File: src/sv/ppmfw_pkg.sv
// Shared constants, codes and types of the page-packed mono frame store writer.
`default_nettype none
package ppmfw_pkg;

   // Screen size in pixels
   localparam int SCREEN_WIDTH  = 128;
   localparam int SCREEN_HEIGHT = 64;

   // Frame store geometry: eight pages of 128 column bytes
   localparam int STORE_DEPTH = 1024;
   localparam int ADDR_W      = 10;
   localparam int PAGE_W      = 3;
   localparam int COL_W       = 7;
   localparam int ROW_W       = 6;
   localparam int BYTE_W      = 8;

   // Request action codes
   localparam logic [2:0] ACT_OPEN  = 3'd0;
   localparam logic [2:0] ACT_FILL  = 3'd1;
   localparam logic [2:0] ACT_PIXEL = 3'd2;
   localparam logic [2:0] ACT_READ  = 3'd3;
   localparam logic [2:0] ACT_ACK   = 3'd4;

   // Request payload
   typedef struct packed {
      logic [2:0]         action;
      logic signed [15:0] x_start;
      logic signed [15:0] y_start;
      logic signed [15:0] x_end;
      logic signed [15:0] y_end;
      logic               pixel_on;
      logic [PAGE_W-1:0]  read_page;
      logic [COL_W-1:0]   read_column;
   } req_type;

   // Controller to datapath
   typedef struct packed {
      logic load_req;
      logic clr_write;
      logic fill_init;
      logic fill_sel;
      logic pix_write;
      logic fill_write;
      logic emit;
   } cmd_type;

   // Datapath to controller
   typedef struct packed {
      logic is_pixel;
      logic is_fill;
      logic win_open;
      logic clip_ok;
      logic clr_last;
      logic fill_last;
      logic out_free;
   } sts_type;

endpackage
`default_nettype wire

File: src/sv/ppmfw_ctrl.sv
// Sequencing state machine of the frame store writer.
`default_nettype none
module ppmfw_ctrl (
   input  wire logic               clock,
   input  wire logic               reset,
   input  wire logic               req_valid,
   output logic                    req_ready,
   input  wire ppmfw_pkg::sts_type sts,
   output ppmfw_pkg::cmd_type      cmd
);
   import ppmfw_pkg::*;

   localparam logic [2:0] ST_CLEAR   = 3'd0;
   localparam logic [2:0] ST_IDLE    = 3'd1;
   localparam logic [2:0] ST_DECODE  = 3'd2;
   localparam logic [2:0] ST_PIX_WR  = 3'd3;
   localparam logic [2:0] ST_FILL_RD = 3'd4;
   localparam logic [2:0] ST_FILL_WR = 3'd5;
   localparam logic [2:0] ST_EMIT    = 3'd6;

   logic [2:0] state_ff;
   logic [2:0] state_in;

   assign req_ready = (state_ff == ST_IDLE);

   // Decode state into commands and pick the next state
   always_comb begin
      cmd      = '0;
      state_in = state_ff;
      case (state_ff)
         ST_CLEAR: begin
            cmd.clr_write = 1'b1;
            if (sts.clr_last) begin
               state_in = ST_IDLE;
            end
         end
         ST_IDLE: begin
            if (req_valid) begin
               cmd.load_req = 1'b1;
               state_in     = ST_DECODE;
            end
         end
         ST_DECODE: begin
            if (sts.is_pixel && sts.win_open) begin
               state_in = ST_PIX_WR;
            end else if (sts.is_fill && sts.clip_ok) begin
               cmd.fill_init = 1'b1;
               state_in      = ST_FILL_RD;
            end else begin
               state_in = ST_EMIT;
            end
         end
         ST_PIX_WR: begin
            cmd.pix_write = 1'b1;
            state_in      = ST_EMIT;
         end
         ST_FILL_RD: begin
            cmd.fill_sel = 1'b1;
            state_in     = ST_FILL_WR;
         end
         ST_FILL_WR: begin
            cmd.fill_sel   = 1'b1;
            cmd.fill_write = 1'b1;
            state_in       = sts.fill_last ? ST_EMIT : ST_FILL_RD;
         end
         ST_EMIT: begin
            if (sts.out_free) begin
               cmd.emit = 1'b1;
               state_in = ST_IDLE;
            end
         end
         default: begin
            state_in = ST_IDLE;
         end
      endcase
   end

   // State register; reset starts the clearing pass
   always_ff @(posedge clock) begin
      if (reset) begin
         state_ff <= ST_CLEAR;
      end else begin
         state_ff <= state_in;
      end
   end
endmodule
`default_nettype wire

File: config.mk
export PLATFORM = sky130hd
export DESIGN_NAME = ppmfw_ctrl
export DESIGN_NICKNAME = d
export VERILOG_FILES = /design/src/sv/ppmfw_pkg.sv /design/src/sv/ppmfw_ctrl.sv
export SDC_FILE = /design/constraint.sdc
export NUM_CORES = 1
export LEC_CHECK = 0
export BUFFER_PORTS_ARGS = -buffer_cell sky130_fd_sc_hd__buf_2
export CORE_AREA = 5 5 42 44
export DETAILED_ROUTE_END_ITERATION = 8
export DIE_AREA = 0 0 47 49
export PLACE_DENSITY = 0.57
export SKIP_CTS_REPAIR_TIMING = 1
export SYNTH_ARGS = -nofsm -noshare
export SYNTH_HDL_FRONTEND = slang
export SYNTH_SLANG_ARGS = --single-unit
File: constraint.sdc
create_clock -name clock -period 1.96 [get_ports clock]
set_clock_uncertainty 0.05 [all_clocks]
set_input_delay 0.49 -clock clock [delete_from_list [all_inputs] [get_ports clock]]
set_output_delay 0.49 -clock clock [all_outputs]
set_load 0.05 [all_outputs]
# Word level (Yosys, flattened, before mapping)
# Index checks and enable logic that the tools add are counted.
[word_totals]
regBits = 3
in_bits = 10
out_inout_bits = 8
wordCells = 33
[classes]
n_eq_ne = 9
muxes = 18
n_reduce_logical = 5
[ops]
columns = ["cell", "n"]
rows = [
  ["3-bit one-hot mux with 7 select lines", 1],
  ["3-bit two-way mux", 4],
  ["1-bit two-way mux", 11],
  ["3-bit == test (second input constant)", 3],
  ["3-bit by 2-bit == test with 1-bit output (second input constant)", 2],
  ["2-bit inequality test (second input constant)", 3],
  ["2-bit two-way mux", 2],
  ["3-bit by 1-bit == test with 1-bit output (second input constant)", 1],
  ["3-bit zero test", 1],
  ["3-bit AND reduction", 1],
  ["1-bit logical AND", 2],
  ["2-bit OR reduction", 1],
]

# Longest topological paths before layout
[logic_depth]
depth_word = 4
ltp_mapped = 6
ltp_nobuf = 5

# Worst setup path after synthesis
# Ideal clock, no wire load.
[synth_path]
path_kind = "input port to output port"
start = "input port sts[6] (netlist bit)"
end = "output port cmd[4] (netlist bit)"
t_arrival_ps = 1696
path_slack_ps = -276
path_stages = 3
cell_sequence = "nand2_1 > nand3_1 > nor3_1"
[synth_rtl]
columns = ["item", "line", "text"]
rows = [
  ["from (decl)", "ppmfw_ctrl.sv:8", "input wire ppmfw_pkg::sts_type sts,"],
  ["to (decl)", "ppmfw_ctrl.sv:9", "output ppmfw_pkg::cmd_type cmd"],
]

==> results_dict.tcl <==
set metrics [dict create \
    rows 14 \
    cts.htree.levels 1 \
    async_flop_share_pct 0 \
    timing.hold.ws_ps 386 \
    hpwl_um 672 \
    die_h_um 49 \
    crit_fanout 11 \
    drt_first_iter_violations 7 \
    worstMarginPinSlew_ps 415 \
    insertion_delay_ps 230 \
    p_int_uw 172 \
    slew_headroom_pct 72.3 \
    worstPathArrival_ps 1340 \
    min-delay-path-class "in -> reg" \
    port_buffers 17 \
    power_frac_seq_pct 27.1 \
    ant_nets 0 \
    io_pins 18 \
    final_hold_viol_count 0 \
    antenna_found_initial 0 \
    syn_area_um2 324 \
    grt_pass1_wl_um 1310 \
    initial_core_util_pct 23.1 \
    hold_depth 2 \
    fin_nets 70 \
    clock-sinks 3 \
    wire_per_inst_um 10.9 \
    rr_startpoint "state_ff[2]" \
    vias 347 \
    avgSynthCellArea_um2 8.31 \
    area_growth_pct 39.0 \
    die_x_um 47 \
    clockPowerShare_pct 41.8 \
    drc_errors 0 \
    criticalPathCategory "reg -> out" \
    largest_reg_flops 3 \
    r2r_slack_ps 450 \
    timing.fmax_mhz 532 \
    routed_wl_um 806 \
    worstReg2RegEnd "state_ff[0]" \
    synth_ff_type "dfxtp_1" \
    cap_violations 0 \
    cp.required_ps 1420 \
    cts_buffers 3 \
    min_period_ps 1880 \
    power_density_mw_per_mm2 554 \
    combPwrFrac_pct 31.1 \
    finalMaxSlewViolations 0 \
    reg2reg_depth 4 \
    clk_pin_slew_ps 30 \
    top_register "state_ff" \
    outcome "finished clean" \
    place_congestion 0.700 \
    crit_chain "ha_1, buf_2" \
    fin_crit_sh_pct 95.8 \
    netSwitchingPower_uw 78.1 \
    min_to "state_ff[1]" \
    seq_area_frac_synth_pct 18.5 \
    setup_viol 0 \
    hp-start "reset" \
    ys_ff_latch 3 \
    synth_cell_types 28 \
    layout-drive-gt1-share_pct 51.7 \
    power.leakage_nw 0.212 \
    setup_tns_ps 0 \
    netlist_instances 39 \
    diodes 0 \
    switching_share_pct 31.3 \
    rsz0062_at_grt "no" \
    coreArea_mm2 0.00140 \
    cp-start-kind "flip-flop" \
    finish.utilization_pct 32.1 \
    grt_max_degree 12 \
    viasPerCell 4.69 \
    grtUsageTotal_pct 7.79 \
    die_area_mm2 0.00230 \
    ys.warnings.count 0 \
    cts-root-buf "clkbuf_4" \
    slowest_delay_ps 560 \
    slowest_stage "dfxtp_1" \
    drtPass1Iterations 4 \
    grt.overflow.total 0 \
    synth_nets 50 \
    cts.path.max_buffers 2 \
    peakVddDrop_uv 245 \
    grt_pass1_vias 334 \
    cts_tree "built" \
    end_kind "primary output" \
    synth_edf_count 0 \
    reg_top3 "state_ff: 3 flops" \
]
-- cells by family after synthesis --
group                      synth area share, %
muxes                                     3.09
adders and majority gates                 3.86
AOI/OAI and AO/OA                         26.3
buffers and inverters                     10.8
DFF                                       18.5
and+or+nand+nor                           37.5
-- area by class of cell --
type | instances | area (um^2)
Fill cell | 171 | 951
Tap cell | 16 | 20.0
Timing Repair Buffer | 18 | 95.1
Inverter | 2 | 7.51
Sequential cell | 3 | 61.3
Clock buffer | 4 | 26.3
Multi-Input combinational cell | 31 | 240
-- layout by cell type, fill, tap and decap left out, types with 2 or more instances in the layout --
cell type and n:
inv_1 2, nor3_2 2, a31oi_1 2, nor2_1 2, clkbuf_4 4, dfxtp_1 2, nand2b_1 2, a21oi_1 3
buf_2 16
-- layer usage --
layer / routed length, um / vias up / track usage [%]
li1: - / 179 / -
met1: 330 / 155 / 8.71
met2: 417 / 13 / 12.7
met3: 58 / 0 / 2.21
met4: 0 / 0 / 4.15
met5: 0 / - / 0
-- how the worst max path moves through the flow --
stage	from	endpoint	slack, ps
after floorplan	state_ff[2]	cmd[6]	20
after global placement	state_ff[1]	cmd[2]	260
after detailed placement	sts[6]	cmd[4]	260
after global routing	state_ff[2]	cmd[3]	0.8
final	state_ff[2]	cmd[3]	80
after CTS	state_ff[1]	cmd[2]	20
-- per-stage QoR --
stage / area, um^2 / instances / setup WS [ps] / power (mW)
5_1_grt: 450 / 74 / 0.845 / 0.271
4_1_cts: 447 / 74 / 15.7 / 0.255
3_3_place_gp: 420 / 70 / 261 / 0.146
3_5_place_dp: 420 / 70 / 260 / 0.147
6_report: 450 / 74 / 81.8 / 0.250
2_1_floorplan: 335 / 39 / 24.0 / 0.124
-- critical path: cells and delay by family, from the launching register on --
kind                     cells  cell delay, ps
flip-flops                   1             560
buffers and inverters        1             270
adder cells (fa/ha/maj)      1             270
-- Yosys cell counts (2+ instances only) --
cell type	n	area, um^2
inv_1	2	7.51
nand2b_1	2	12.5
and2_1	2	12.5
a31oi_1	2	12.5
nor2_1	2	7.51
dfxtp_1	3	60.1
a21oi_1	3	15.0
nor3_1	2	10.0
buf_6	2	22.5
-- power groups by stage --
stage	registers [mW]	logic (mW)	clock network, mW
3_3_place_gp	0.0684	0.0772	0
3_5_place_dp	0.0684	0.0782	0
4_1_cts	0.0674	0.0783	0.109
6_report	0.0676	0.0777	0.104
2_1_floorplan	0.0665	0.0577	0
5_1_grt	0.0683	0.0845	0.118
(Power assumes the default switching activity.)
